==> src/design/nsd_pkg.sv <==
`timescale 1ns / 1ps
`default_nettype none
// ----------------------------------------------------------------------------
// nsd_pkg
// Shared widths, types and codes for the nearest segment direction search.
// ----------------------------------------------------------------------------
package nsd_pkg;

  localparam int CW      = 20;            // coordinate width
  localparam int DW      = CW + 1;        // coordinate difference width
  localparam int MW      = DW + 1;        // multiplier operand width (signed)
  localparam int PROD_W  = 2 * MW;        // multiplier product width
  localparam int ACC_W   = 2 * CW + 4;    // accumulator width
  localparam int DIST_W  = 2 * CW + 4;    // squared distance width
  localparam int LEN_W   = 2 * DW;        // squared length / cross magnitude width
  localparam int HALF_W  = LEN_W / 2;     // half of the cross magnitude width
  localparam int NUM_W   = 2 * LEN_W;     // dividend width
  localparam int QUO_W   = DIST_W;        // quotient bits produced
  localparam int REM_W   = LEN_W + 1;     // divider partial remainder width
  localparam int CNT_W   = $clog2(QUO_W);
  localparam int FRAC    = 14;            // direction fraction bits
  localparam int OUT_W   = 16;            // direction output width
  localparam int SRCH_W  = FRAC + 1;      // holds 0 .. 2^FRAC
  localparam int DIR_SHIFT = 2 * FRAC + 2;

  localparam logic signed [OUT_W-1:0] DIR_ONE = OUT_W'(1 << FRAC);
  localparam logic [SRCH_W-1:0]       SRCH_TOP = SRCH_W'(1 << FRAC);

  // one classified segment request in the queue
  typedef struct packed {
    logic signed [DW-1:0] vx;
    logic signed [DW-1:0] vy;
    logic signed [DW-1:0] wx;
    logic signed [DW-1:0] wy;
    logic signed [DW-1:0] ux;
    logic signed [DW-1:0] uy;
    logic                 degen;
    logic                 first;
    logic                 last;
  } seg_t;

  // divider request and response
  typedef struct packed {
    logic             start;
    logic [NUM_W-1:0] num;
    logic [LEN_W-1:0] den;
  } div_req_t;

  typedef struct packed {
    logic             done;
    logic [QUO_W-1:0] quo;
  } div_rsp_t;

  typedef enum logic [3:0] {
    ST_IDLE,
    ST_MUL,
    ST_CHK,
    ST_CSQ,
    ST_DIVS,
    ST_DIV,
    ST_UPD,
    ST_MSQ,
    ST_SRCH,
    ST_EMIT
  } state_t;

  // product steps of the shared multiplier
  typedef enum logic [3:0] {
    MS_C1A,
    MS_C1B,
    MS_C2A,
    MS_C2B,
    MS_CRA,
    MS_CRB,
    MS_E0A,
    MS_E0B,
    MS_E1A,
    MS_E1B,
    CS_HH,
    CS_HL,
    CS_LL
  } step_t;

endpackage
`default_nettype wire

==> src/design/nsd_if.sv <==
`timescale 1ns / 1ps
`default_nettype none
// ----------------------------------------------------------------------------
// nsd_if
// Valid/ready channels for segment requests and direction results.
// ----------------------------------------------------------------------------
interface nsd_in_if;
  logic                          valid;
  logic                          ready;
  logic signed [nsd_pkg::CW-1:0] query_x;
  logic signed [nsd_pkg::CW-1:0] query_y;
  logic signed [nsd_pkg::CW-1:0] start_x;
  logic signed [nsd_pkg::CW-1:0] start_y;
  logic signed [nsd_pkg::CW-1:0] end_x;
  logic signed [nsd_pkg::CW-1:0] end_y;
  logic                          first_segment;
  logic                          last_segment;

  modport source (output valid, query_x, query_y, start_x, start_y, end_x, end_y,
                  first_segment, last_segment, input ready);
  modport sink (input valid, query_x, query_y, start_x, start_y, end_x, end_y,
                first_segment, last_segment, output ready);
endinterface

interface nsd_out_if;
  logic                             valid;
  logic                             ready;
  logic                             found;
  logic signed [nsd_pkg::OUT_W-1:0] direction_x;
  logic signed [nsd_pkg::OUT_W-1:0] direction_y;

  modport source (output valid, found, direction_x, direction_y, input ready);
  modport sink (input valid, found, direction_x, direction_y, output ready);
endinterface
`default_nettype wire

==> src/design/nsd_front.sv <==
`timescale 1ns / 1ps
`default_nettype none
// ----------------------------------------------------------------------------
// nsd_front
// Accepts segment requests, forms the difference vectors and flags
// zero-length segments before they enter the queue.
// ----------------------------------------------------------------------------
module nsd_front (
  nsd_in_if.sink          in_seg,
  output logic            push_valid,
  input  logic            push_ready,
  output nsd_pkg::seg_t   push_data
);

  logic signed [nsd_pkg::DW-1:0] vx, vy;

  // difference vectors, sign extended one bit
  always_comb begin
    vx = nsd_pkg::DW'(in_seg.end_x) - nsd_pkg::DW'(in_seg.start_x);
    vy = nsd_pkg::DW'(in_seg.end_y) - nsd_pkg::DW'(in_seg.start_y);
    push_data.vx    = vx;
    push_data.vy    = vy;
    push_data.wx    = nsd_pkg::DW'(in_seg.query_x) - nsd_pkg::DW'(in_seg.start_x);
    push_data.wy    = nsd_pkg::DW'(in_seg.query_y) - nsd_pkg::DW'(in_seg.start_y);
    push_data.ux    = nsd_pkg::DW'(in_seg.query_x) - nsd_pkg::DW'(in_seg.end_x);
    push_data.uy    = nsd_pkg::DW'(in_seg.query_y) - nsd_pkg::DW'(in_seg.end_y);
    push_data.degen = (vx == '0) && (vy == '0);
    push_data.first = in_seg.first_segment;
    push_data.last  = in_seg.last_segment;
  end

  assign push_valid   = in_seg.valid;
  assign in_seg.ready = push_ready;

endmodule
`default_nettype wire

==> src/design/nsd_fifo.sv <==
`timescale 1ns / 1ps
`default_nettype none
// ----------------------------------------------------------------------------
// nsd_fifo
// Two-entry queue of classified segment requests between front and back.
// ----------------------------------------------------------------------------
module nsd_fifo (
  input  logic          clk,
  input  logic          rst_n,
  input  logic          push_valid,
  output logic          push_ready,
  input  nsd_pkg::seg_t push_data,
  output logic          pop_valid,
  input  logic          pop_ready,
  output nsd_pkg::seg_t pop_data
);

  nsd_pkg::seg_t mem_r [2];
  logic          wr_ptr_r, rd_ptr_r;
  logic [1:0]    count_r;
  logic          do_push, do_pop;

  assign push_ready = (count_r != 2'd2);
  assign pop_valid  = (count_r != 2'd0);
  assign pop_data   = mem_r[rd_ptr_r];
  assign do_push    = push_valid && push_ready;
  assign do_pop     = pop_valid && pop_ready;

  // pointers and fill count
  always_ff @(posedge clk) begin
    if (!rst_n) begin
      wr_ptr_r <= 1'b0;
      rd_ptr_r <= 1'b0;
      count_r  <= 2'd0;
    end else begin
      if (do_push) wr_ptr_r <= ~wr_ptr_r;
      if (do_pop)  rd_ptr_r <= ~rd_ptr_r;
      if (do_push && !do_pop)      count_r <= count_r + 2'd1;
      else if (do_pop && !do_push) count_r <= count_r - 2'd1;
    end
  end

  // storage
  always_ff @(posedge clk) begin
    if (do_push) mem_r[wr_ptr_r] <= push_data;
  end

endmodule
`default_nettype wire

==> src/design/nsd_div.sv <==
`timescale 1ns / 1ps
`default_nettype none
// ----------------------------------------------------------------------------
// nsd_div
// Restoring divider, one quotient bit per cycle. The caller guarantees the
// quotient fits in QUO_W bits.
// ----------------------------------------------------------------------------
module nsd_div (
  input  logic              clk,
  input  logic              rst_n,
  input  nsd_pkg::div_req_t req,
  output nsd_pkg::div_rsp_t rsp
);

  logic [nsd_pkg::REM_W-1:0] rem_r;
  logic [nsd_pkg::QUO_W-1:0] quo_r;
  logic [nsd_pkg::LEN_W-1:0] den_r;
  logic [nsd_pkg::CNT_W-1:0] cnt_r;
  logic                      busy_r, done_r;
  logic [nsd_pkg::REM_W-1:0] trial;
  logic                      fits;

  // shift in the next dividend bit and try a subtract
  always_comb begin
    trial = {rem_r[nsd_pkg::REM_W-2:0], quo_r[nsd_pkg::QUO_W-1]};
    fits  = (trial >= nsd_pkg::REM_W'(den_r));
  end

  // control
  always_ff @(posedge clk) begin
    if (!rst_n) begin
      busy_r <= 1'b0;
      done_r <= 1'b0;
      cnt_r  <= '0;
    end else begin
      done_r <= 1'b0;
      if (req.start) begin
        busy_r <= 1'b1;
        cnt_r  <= '0;
      end else if (busy_r) begin
        cnt_r <= cnt_r + 1'b1;
        if (cnt_r == nsd_pkg::CNT_W'(nsd_pkg::QUO_W - 1)) begin
          busy_r <= 1'b0;
          done_r <= 1'b1;
        end
      end
    end
  end

  // datapath
  always_ff @(posedge clk) begin
    if (req.start) begin
      rem_r <= nsd_pkg::REM_W'(req.num[nsd_pkg::NUM_W-1:nsd_pkg::QUO_W]);
      quo_r <= req.num[nsd_pkg::QUO_W-1:0];
      den_r <= req.den;
    end else if (busy_r) begin
      rem_r <= fits ? trial - nsd_pkg::REM_W'(den_r) : trial;
      quo_r <= {quo_r[nsd_pkg::QUO_W-2:0], fits};
    end
  end

  assign rsp.done = done_r;
  assign rsp.quo  = quo_r;

endmodule
`default_nettype wire

==> src/design/nsd_back.sv <==
`timescale 1ns / 1ps
`default_nettype none
// ----------------------------------------------------------------------------
// nsd_back
// Sequencer over one shared multiplier and the divider: distance per
// segment, best-match tracking and the unit direction on the last segment.
// ----------------------------------------------------------------------------
module nsd_back (
  input  logic          clk,
  input  logic          rst_n,
  input  logic          pop_valid,
  output logic          pop_ready,
  input  nsd_pkg::seg_t pop_data,
  nsd_out_if.source     out_res
);

  nsd_pkg::state_t state_r, state_nxt;
  nsd_pkg::step_t  step_r;
  nsd_pkg::seg_t   cur_r;

  logic signed [nsd_pkg::ACC_W-1:0]  c1_r, c2_r, cr_r, e0_r, e1_r;
  logic [nsd_pkg::NUM_W-1:0]         num_r;
  logic [nsd_pkg::LEN_W-1:0]         den_r;
  logic [nsd_pkg::DIST_W-1:0]        d_r, best_d_r;
  logic signed [nsd_pkg::DW-1:0]     best_dx_r, best_dy_r;
  logic [nsd_pkg::LEN_W-1:0]         best_c2_r;
  logic                              have_r, comp_r, dirmode_r;
  logic [nsd_pkg::SRCH_W-1:0]        lo_r, hi_r;
  logic signed [nsd_pkg::OUT_W-1:0]  dirx_r, diry_r;
  logic                              out_valid_r, out_found_r;
  logic signed [nsd_pkg::OUT_W-1:0]  out_dx_r, out_dy_r;

  logic signed [nsd_pkg::MW-1:0]     ma, mb;
  logic signed [nsd_pkg::PROD_W-1:0] prod;
  logic [nsd_pkg::PROD_W-1:0]        prod_u;
  logic [nsd_pkg::ACC_W-1:0]         cr_abs;
  logic [nsd_pkg::LEN_W-1:0]         crm;
  logic signed [nsd_pkg::DW-1:0]     bd;
  logic [nsd_pkg::DW-1:0]            bd_mag;
  logic [nsd_pkg::SRCH_W:0]          mid_sum;
  logic [nsd_pkg::SRCH_W-1:0]        mid;
  logic [nsd_pkg::SRCH_W:0]          tval;
  logic                              better, have_now, out_free, emit_go;
  logic signed [nsd_pkg::OUT_W-1:0]  comp_val;
  nsd_pkg::div_req_t                 div_req;
  nsd_pkg::div_rsp_t                 div_rsp;

  nsd_div u_div (
    .clk   (clk),
    .rst_n (rst_n),
    .req   (div_req),
    .rsp   (div_rsp)
  );

  // helper values
  always_comb begin
    cr_abs  = cr_r[nsd_pkg::ACC_W-1] ? nsd_pkg::ACC_W'(-cr_r) : nsd_pkg::ACC_W'(cr_r);
    crm     = cr_abs[nsd_pkg::LEN_W-1:0];
    bd      = comp_r ? best_dy_r : best_dx_r;
    bd_mag  = bd[nsd_pkg::DW-1] ? nsd_pkg::DW'(-bd) : nsd_pkg::DW'(bd);
    mid_sum = {1'b0, lo_r} + {1'b0, hi_r} + 1'b1;
    mid     = mid_sum[nsd_pkg::SRCH_W:1];
    tval    = {mid, 1'b0} - 1'b1;
    better  = (d_r < best_d_r);
    out_free = !out_valid_r || out_res.ready;
  end

  // shared multiplier operand select
  always_comb begin
    ma = '0;
    mb = '0;
    case (state_r)
      nsd_pkg::ST_MUL: begin
        case (step_r)
          nsd_pkg::MS_C1A: begin ma = cur_r.wx; mb = cur_r.vx; end
          nsd_pkg::MS_C1B: begin ma = cur_r.wy; mb = cur_r.vy; end
          nsd_pkg::MS_C2A: begin ma = cur_r.vx; mb = cur_r.vx; end
          nsd_pkg::MS_C2B: begin ma = cur_r.vy; mb = cur_r.vy; end
          nsd_pkg::MS_CRA: begin ma = cur_r.wx; mb = cur_r.vy; end
          nsd_pkg::MS_CRB: begin ma = cur_r.wy; mb = cur_r.vx; end
          nsd_pkg::MS_E0A: begin ma = cur_r.wx; mb = cur_r.wx; end
          nsd_pkg::MS_E0B: begin ma = cur_r.wy; mb = cur_r.wy; end
          nsd_pkg::MS_E1A: begin ma = cur_r.ux; mb = cur_r.ux; end
          nsd_pkg::MS_E1B: begin ma = cur_r.uy; mb = cur_r.uy; end
          default: begin ma = '0; mb = '0; end
        endcase
      end
      nsd_pkg::ST_CSQ: begin
        case (step_r)
          nsd_pkg::CS_HH: begin
            ma = {1'b0, crm[nsd_pkg::LEN_W-1:nsd_pkg::HALF_W]};
            mb = {1'b0, crm[nsd_pkg::LEN_W-1:nsd_pkg::HALF_W]};
          end
          nsd_pkg::CS_HL: begin
            ma = {1'b0, crm[nsd_pkg::LEN_W-1:nsd_pkg::HALF_W]};
            mb = {1'b0, crm[nsd_pkg::HALF_W-1:0]};
          end
          default: begin
            ma = {1'b0, crm[nsd_pkg::HALF_W-1:0]};
            mb = {1'b0, crm[nsd_pkg::HALF_W-1:0]};
          end
        endcase
      end
      nsd_pkg::ST_MSQ: begin
        ma = {1'b0, bd_mag};
        mb = {1'b0, bd_mag};
      end
      nsd_pkg::ST_SRCH: begin
        ma = nsd_pkg::MW'(tval);
        mb = nsd_pkg::MW'(tval);
      end
      default: begin ma = '0; mb = '0; end
    endcase
    prod   = ma * mb;
    prod_u = nsd_pkg::PROD_W'(prod);
  end

  // next state and handshakes
  always_comb begin
    state_nxt = state_r;
    pop_ready = 1'b0;
    have_now  = have_r;
    emit_go   = 1'b0;
    div_req.start = (state_r == nsd_pkg::ST_DIVS);
    div_req.num   = num_r;
    div_req.den   = den_r;
    case (state_r)
      nsd_pkg::ST_IDLE: begin
        pop_ready = 1'b1;
        if (pop_valid) begin
          have_now = pop_data.first ? 1'b0 : have_r;
          if (!pop_data.degen)    state_nxt = nsd_pkg::ST_MUL;
          else if (!pop_data.last) state_nxt = nsd_pkg::ST_IDLE;
          else if (have_now)       state_nxt = nsd_pkg::ST_MSQ;
          else                     state_nxt = nsd_pkg::ST_EMIT;
        end
      end
      nsd_pkg::ST_MUL: begin
        if (step_r == nsd_pkg::MS_E1B) state_nxt = nsd_pkg::ST_CHK;
      end
      nsd_pkg::ST_CHK: begin
        if (c1_r <= 0 || c1_r >= c2_r) state_nxt = nsd_pkg::ST_UPD;
        else                            state_nxt = nsd_pkg::ST_CSQ;
      end
      nsd_pkg::ST_CSQ: begin
        if (step_r == nsd_pkg::CS_LL) state_nxt = nsd_pkg::ST_DIVS;
      end
      nsd_pkg::ST_DIVS: state_nxt = nsd_pkg::ST_DIV;
      nsd_pkg::ST_DIV: begin
        if (div_rsp.done) state_nxt = dirmode_r ? nsd_pkg::ST_SRCH : nsd_pkg::ST_UPD;
      end
      nsd_pkg::ST_UPD: begin
        have_now = have_r || better;
        if (!cur_r.last)   state_nxt = nsd_pkg::ST_IDLE;
        else if (have_now) state_nxt = nsd_pkg::ST_MSQ;
        else               state_nxt = nsd_pkg::ST_EMIT;
      end
      nsd_pkg::ST_MSQ: state_nxt = nsd_pkg::ST_DIVS;
      nsd_pkg::ST_SRCH: begin
        if (lo_r >= hi_r) state_nxt = comp_r ? nsd_pkg::ST_EMIT : nsd_pkg::ST_MSQ;
      end
      nsd_pkg::ST_EMIT: begin
        emit_go = out_free;
        if (out_free) state_nxt = nsd_pkg::ST_IDLE;
      end
      default: state_nxt = nsd_pkg::ST_IDLE;
    endcase
  end

  // signed direction component from the search result
  assign comp_val = bd[nsd_pkg::DW-1] ? -nsd_pkg::OUT_W'(lo_r) : nsd_pkg::OUT_W'(lo_r);

  // control registers
  always_ff @(posedge clk) begin
    if (!rst_n) begin
      state_r     <= nsd_pkg::ST_IDLE;
      best_d_r    <= '1;
      have_r      <= 1'b0;
      out_valid_r <= 1'b0;
    end else begin
      state_r <= state_nxt;
      if (state_r == nsd_pkg::ST_IDLE && pop_valid && pop_data.first) begin
        best_d_r <= '1;
        have_r   <= 1'b0;
      end
      if (state_r == nsd_pkg::ST_UPD && better) begin
        best_d_r <= d_r;
        have_r   <= 1'b1;
      end
      if (emit_go)                out_valid_r <= 1'b1;
      else if (out_res.ready)     out_valid_r <= 1'b0;
    end
  end

  // datapath registers
  always_ff @(posedge clk) begin
    case (state_r)
      nsd_pkg::ST_IDLE: begin
        cur_r  <= pop_data;
        step_r <= nsd_pkg::MS_C1A;
        comp_r <= 1'b0;
      end
      nsd_pkg::ST_MUL: begin
        step_r <= nsd_pkg::step_t'(step_r + 1'b1);
        case (step_r)
          nsd_pkg::MS_C1A: c1_r <= prod;
          nsd_pkg::MS_C1B: c1_r <= c1_r + prod;
          nsd_pkg::MS_C2A: c2_r <= prod;
          nsd_pkg::MS_C2B: c2_r <= c2_r + prod;
          nsd_pkg::MS_CRA: cr_r <= prod;
          nsd_pkg::MS_CRB: cr_r <= cr_r - prod;
          nsd_pkg::MS_E0A: e0_r <= prod;
          nsd_pkg::MS_E0B: e0_r <= e0_r + prod;
          nsd_pkg::MS_E1A: e1_r <= prod;
          default:         e1_r <= e1_r + prod;
        endcase
      end
      nsd_pkg::ST_CHK: begin
        step_r    <= nsd_pkg::CS_HH;
        dirmode_r <= 1'b0;
        den_r     <= c2_r[nsd_pkg::LEN_W-1:0];
        if (c1_r <= 0)          d_r <= nsd_pkg::DIST_W'(e0_r);
        else if (c1_r >= c2_r) d_r <= nsd_pkg::DIST_W'(e1_r);
      end
      nsd_pkg::ST_CSQ: begin
        step_r <= nsd_pkg::step_t'(step_r + 1'b1);
        case (step_r)
          nsd_pkg::CS_HH: num_r <= nsd_pkg::NUM_W'(prod_u) << (2 * nsd_pkg::HALF_W);
          nsd_pkg::CS_HL: num_r <= num_r + (nsd_pkg::NUM_W'(prod_u) << (nsd_pkg::HALF_W + 1));
          default:        num_r <= num_r + nsd_pkg::NUM_W'(prod_u);
        endcase
      end
      nsd_pkg::ST_DIV: begin
        if (div_rsp.done) d_r <= div_rsp.quo;
      end
      nsd_pkg::ST_UPD: begin
        if (better) begin
          best_dx_r <= cur_r.vx;
          best_dy_r <= cur_r.vy;
          best_c2_r <= c2_r[nsd_pkg::LEN_W-1:0];
        end
      end
      nsd_pkg::ST_MSQ: begin
        num_r     <= nsd_pkg::NUM_W'(prod_u) << nsd_pkg::DIR_SHIFT;
        den_r     <= best_c2_r;
        dirmode_r <= 1'b1;
        lo_r      <= '0;
        hi_r      <= nsd_pkg::SRCH_TOP;
      end
      nsd_pkg::ST_SRCH: begin
        if (lo_r < hi_r) begin
          if (nsd_pkg::DIST_W'(prod_u) <= d_r) lo_r <= mid;
          else                                 hi_r <= mid - 1'b1;
        end else begin
          comp_r <= 1'b1;
          if (comp_r) diry_r <= comp_val;
          else        dirx_r <= comp_val;
        end
      end
      nsd_pkg::ST_EMIT: begin
        if (out_free) begin
          out_found_r <= have_r;
          out_dx_r    <= have_r ? dirx_r : nsd_pkg::DIR_ONE;
          out_dy_r    <= have_r ? diry_r : '0;
        end
      end
      default: ;
    endcase
  end

  assign out_res.valid       = out_valid_r;
  assign out_res.found       = out_found_r;
  assign out_res.direction_x = out_dx_r;
  assign out_res.direction_y = out_dy_r;

endmodule
`default_nettype wire

==> src/design/nearest_segment_direction.sv <==
`timescale 1ns / 1ps
`default_nettype none
// ----------------------------------------------------------------------------
// nearest_segment_direction
// Nearest-segment search for a query point with unit direction result.
// ----------------------------------------------------------------------------
// Usage:
//   in_seg carries one segment request per handshake: query point, segment
//   endpoints and the first/last marks of a search. out_res carries one
//   result per request marked last: found flag and the Q1.14 unit direction
//   of the closest non-degenerate segment, or (1,0) when none qualified.
//   A two-entry queue sits behind the input, so requests are taken while
//   the sequencer is busy, until the queue fills.
// Sequence:
//   All products go through one shared multiplier, and the divider yields
//   one quotient bit per cycle. A zero-length segment is only taken from
//   the queue; a segment whose projection lands on an endpoint runs the
//   product steps, and an inner projection adds the cross square and a
//   division. A last request with a kept match adds two divisions, two root
//   searches and the emit; without a kept match it only emits.
// Reset and stalls:
//   Reset clears the queue, the kept match and the output register. If the
//   receiver stalls, the result waits in the output register and the
//   sequencer holds before emitting the next one; the queue keeps filling.
// ----------------------------------------------------------------------------
module nearest_segment_direction (
  input  logic       clk,
  input  logic       rst_n,
  nsd_in_if.sink     in_seg,
  nsd_out_if.source  out_res
);

  logic          push_valid, push_ready, pop_valid, pop_ready;
  nsd_pkg::seg_t push_data, pop_data;

  nsd_front u_front (
    .in_seg     (in_seg),
    .push_valid (push_valid),
    .push_ready (push_ready),
    .push_data  (push_data)
  );

  nsd_fifo u_fifo (
    .clk        (clk),
    .rst_n      (rst_n),
    .push_valid (push_valid),
    .push_ready (push_ready),
    .push_data  (push_data),
    .pop_valid  (pop_valid),
    .pop_ready  (pop_ready),
    .pop_data   (pop_data)
  );

  nsd_back u_back (
    .clk       (clk),
    .rst_n     (rst_n),
    .pop_valid (pop_valid),
    .pop_ready (pop_ready),
    .pop_data  (pop_data),
    .out_res   (out_res)
  );

endmodule
`default_nettype wire

==> src/flat_wrapper.sv <==
// flat-port wrapper written by rule: the top's interface ports become plain ports
module nearest_segment_direction_flat 
  (clk, rst_n, in_seg_valid, in_seg_query_x, in_seg_query_y, in_seg_start_x, in_seg_start_y, in_seg_end_x, in_seg_end_y, in_seg_first_segment, in_seg_last_segment, in_seg_ready, out_res_valid, out_res_found, out_res_direction_x, out_res_direction_y, out_res_ready);
  nsd_in_if in_seg_i ();
  nsd_out_if out_res_i ();
  input  logic clk;
  input  logic rst_n;
  input wire logic [$bits(in_seg_i.valid)-1:0] in_seg_valid;
  input wire logic [$bits(in_seg_i.query_x)-1:0] in_seg_query_x;
  input wire logic [$bits(in_seg_i.query_y)-1:0] in_seg_query_y;
  input wire logic [$bits(in_seg_i.start_x)-1:0] in_seg_start_x;
  input wire logic [$bits(in_seg_i.start_y)-1:0] in_seg_start_y;
  input wire logic [$bits(in_seg_i.end_x)-1:0] in_seg_end_x;
  input wire logic [$bits(in_seg_i.end_y)-1:0] in_seg_end_y;
  input wire logic [$bits(in_seg_i.first_segment)-1:0] in_seg_first_segment;
  input wire logic [$bits(in_seg_i.last_segment)-1:0] in_seg_last_segment;
  output wire logic [$bits(in_seg_i.ready)-1:0] in_seg_ready;
  output wire logic [$bits(out_res_i.valid)-1:0] out_res_valid;
  output wire logic [$bits(out_res_i.found)-1:0] out_res_found;
  output wire logic [$bits(out_res_i.direction_x)-1:0] out_res_direction_x;
  output wire logic [$bits(out_res_i.direction_y)-1:0] out_res_direction_y;
  input wire logic [$bits(out_res_i.ready)-1:0] out_res_ready;
  assign in_seg_i.valid = in_seg_valid;
  assign in_seg_i.query_x = in_seg_query_x;
  assign in_seg_i.query_y = in_seg_query_y;
  assign in_seg_i.start_x = in_seg_start_x;
  assign in_seg_i.start_y = in_seg_start_y;
  assign in_seg_i.end_x = in_seg_end_x;
  assign in_seg_i.end_y = in_seg_end_y;
  assign in_seg_i.first_segment = in_seg_first_segment;
  assign in_seg_i.last_segment = in_seg_last_segment;
  assign in_seg_ready = in_seg_i.ready;
  assign out_res_valid = out_res_i.valid;
  assign out_res_found = out_res_i.found;
  assign out_res_direction_x = out_res_i.direction_x;
  assign out_res_direction_y = out_res_i.direction_y;
  assign out_res_i.ready = out_res_ready;
  nearest_segment_direction u_core (.clk(clk), .rst_n(rst_n), .in_seg(in_seg_i), .out_res(out_res_i));
endmodule
==> config.mk <==
export PLATFORM = sky130hd
export DESIGN_NAME = nearest_segment_direction_flat
export DESIGN_NICKNAME = d
export VERILOG_FILES = /design/src/design/nsd_pkg.sv /design/src/design/nsd_if.sv /design/src/design/nsd_front.sv /design/src/design/nsd_fifo.sv /design/src/design/nsd_div.sv /design/src/design/nsd_back.sv /design/src/design/nearest_segment_direction.sv /design/src/flat_wrapper.sv
export SDC_FILE = /design/constraint.sdc
export NUM_CORES = 2
export LEC_CHECK = 0
export BUFFER_PORTS_ARGS = -buffer_cell sky130_fd_sc_hd__buf_2
export CAP_MARGIN = 20
export CORE_MARGIN = 2
export CORE_UTILIZATION = 40
export CTS_CLUSTER_DIAMETER = 60
export DETAILED_ROUTE_END_ITERATION = 6
export GPL_TIMING_DRIVEN = 0
export PLACE_DENSITY = 0.63
export SETUP_SLACK_MARGIN = 0.02
export SLEW_MARGIN = 30
export SYNTH_ARGS = -nofsm -noshare
export SYNTH_HDL_FRONTEND = slang
export SYNTH_SLANG_ARGS = --single-unit
==> constraint.sdc <==
create_clock -name clk -period 18.03 [get_ports clk]
set_input_delay 3.606 -clock clk [delete_from_list [all_inputs] [get_ports clk]]
set_output_delay 3.606 -clock clk [all_outputs]
set_load 0.05 [all_outputs]
==> run metrics <==
Final setup viols 0; commonest non-fill, non-tap cells in the layout edfxtp_1 (1,086), inv_1 (1,070), nand2_1 (1,001), ha_1 (770), nor2_1 (648); Max Cap Violations 0; worst slew pin tran 1200 ps; largest net degree at the start of global routing 76; DR vias/cell 5.86; HPWL Detailed 294,000 microns; vias in the first global route 76,529; clock-pin slew on the worst setup and hold paths 70 ps; core area 235,000 sq um; die width 490 microns; Slew Limit Fails 0; synthesized flop and latch total 1,151; ys async rst share 0; first-pass GRT wire length 523,000 microns; EDFF count, synth 1,086; DRT Pass-1 Iters 7; Initial Util 0.402; fin worst setup slack 409 ps; slowest CP cell a311o_1; DP Area 102,000 sq um; initial antenna violation count 24; Area Overhead vs Synth 13.0%; M2 GR Usage 0.467; ys flop type edfxtp_1; Residual DRC 4; worst-skew pair later-pin latency 830 ps; design area 107,000 sq um; fmax 56.8 MHz; Rows 178; Syn Nets 11,159; Die Span Y 490 microns; Rel. slew slack 0.196; Fin. Hold Viols 0; YS warnings 0; share of layout cells above drive strength 1 0.0857; CP Data Arrival Time 18,280 ps; clock sinks 1,151; Mapped Cells 9,744; met1 GRT Util 0.393; library cells used by synthesis 93; leading cell type in the layout, fill and taps excluded edfxtp_1; drt wl/cell 27.2 microns; Starting DRT DRC Count 8,874; fin crit share 0.977; Inserted Clock Buffers 142; post-route ant nets 0; global route hottest layer met2; gr usage total 0.300; final worst path period need 17,620 ps; final-stage net count 11,590; crit path capture type register; final core occ 0.454; kind of critical path register to register; synthesized area 94,400 sq um; Final Skew 44.8 ps; WP data required 18,690 ps; CP max FO 10; vias after detailed routing 78,819; Root Driver clkbuf_16; Placement Setup Slack -58.6 ps; final WL 366,000 microns; Hold Crit Class register to register; status finished with violations; layout filler cell count 22,277; postcts setup bufs 0; Mean Syn Cell Area 9.69 sq um; gr ovfl total 0; Boundary Pins 161; PortBufs 159; max incr delay on CP 830 ps; RD Place Congestion 1.02; startpoint types register; Die Area 240,000 sq um; H-tree Lvls 4; sequential area share after synthesis 0.359; met3 usage 0.0650; clock tree buffer depth 3; CTS tree built; violated checks design-rule violations; RSZ-0062 raised after global routing false
timing repair:
item,in CTS,in global routing
hold buffers,0,0
resized for setup,1,4
endpoints found under the setup margin,4,73
per-layer routing:
layer,part of all wire,vias to the layer above
met3,0.093,801
li1,-,35351
met4,0.058,26
met5,0.00053,-
met2,0.44,3765
met1,0.40,38876
cell type report:
class | count | area, sq um | share of cell area
Multi-Input combinational cell | 7136 | 55800 | 0.523
Sequential cell | 1151 | 33900 | 0.318
Inverter | 1090 | 4100 | 0.0384
Tap cell | 3150 | 3940 | 0.0369
Clock buffer | 166 | 3670 | 0.0344
Timing Repair Buffer | 288 | 2620 | 0.0245
Buffer | 366 | 1440 | 0.0135
Clock inverter | 99 | 1170 | 0.0109
Antenna cell | 14 | 35.0 | 0.000328
synthesized netlist by cell type (23+ instances only):
cell type  instances  share of area
nand4_1           88         0.0058
o31ai_1           48         0.0038
o211ai_1          48         0.0038
nand3_1          144         0.0076
xnor2_1          343          0.032
a221o_1           30         0.0032
o21ai_0          623          0.033
fa_1             516           0.11
nand2_1         1004          0.040
a2111oi_0         25         0.0023
xor2_1           222          0.021
a21boi_0          26         0.0021
nand2b_1          96         0.0064
nor2_1           658          0.026
nor4_1            35         0.0023
mux2_2           132          0.016
a221oi_1          62         0.0058
mux2i_1           95          0.010
o221ai_1          23         0.0021
a31oi_1           82         0.0054
o22ai_1           34         0.0023
a21oi_1          602          0.032
and3_1            79         0.0052
or3_1             46         0.0030
nor3_1           155         0.0082
a21o_1           266          0.021
dfxtp_1           65          0.014
o21a_1           104         0.0083
or2_2             24         0.0016
a22oi_1           72         0.0057
nor2b_1           99         0.0066
a211oi_1          83         0.0066
o21bai_1          68         0.0054
buf_1             39         0.0016
clkbuf_1         314          0.012
inv_1           1088          0.043
ha_1             773           0.10
and2_1           128         0.0085
edfxtp_1        1086           0.35
a211o_1           30         0.0028
registers in the layout, summed over array words and instances, names as in the netlist, 44 cells and up, named ones only:
register / flops
u_core.u_back.best_d_r: 44
u_core.u_fifo.mem_r: 258
u_core.u_back.c1_r: 44
u_core.u_back.c2_r: 44
u_core.u_back.cur_r: 127
u_core.u_back.cr_r: 44
u_core.u_back.e0_r: 44
u_core.u_back.d_r: 44
u_core.u_back.num_r: 84
u_core.u_back.e1_r: 44
u_core.u_back.u_div.quo_r: 44
metrics by stage:
| step | std cells | hold WS [ps] | TNS, ps |
|---|---|---|---|
| 6_report | 13460 | 409 | 0 |
| 5_1_grt | 13446 | 418 | 0 |
| 4_1_cts | 13447 | 413 | 0 |
| 3_5_place_dp | 13182 | 405 | -58.6 |
| 3_3_place_gp | 13053 | 401 | -1651610 |
| 2_1_floorplan | 9744 | 400 | 0 |
critical path, delay by kind of cell (launching register included):
kind	cells	cell delay [ps]
muxes	1	670
adders and majority gates	10	4810
and+or+nand+nor	12	2770
DFF	1	460
AOI/OAI and AO/OA	12	4890
buffers and inverters	14	3390
xor gates and xnor gates	1	360
kinds of logic after synthesis:
kind of cell | synth area share
AO/OA/AOI/OAI | 0.164
buffers and inverters | 0.0582
multiplexers | 0.0258
adder cells (fa/ha/maj) | 0.212
AND/OR/NAND/NOR | 0.129
XOR/XNOR | 0.0524
flip-flops | 0.359
worst paths after layout:
| kind | from | endpoint | slack, ps | cells after the start |
|---|---|---|---|---|
| setup / recovery | u_core.u_back.comp_r | u_core.u_back.num_r[81] | 410 | 50 |
| setup reg to reg | u_core.u_back.comp_r | u_core.u_back.num_r[81] | 410 | 50 |
| hold / removal | u_core.u_back.den_r[12] | u_core.u_back.u_div.den_r[12] | 410 | 0 |
| hold reg to reg | u_core.u_back.den_r[12] | u_core.u_back.u_div.den_r[12] | 410 | 0 |
Power is left out: the tool's default activity adds up to more than one toggle a clock period on the data nets, which glitch-free logic cannot reach.
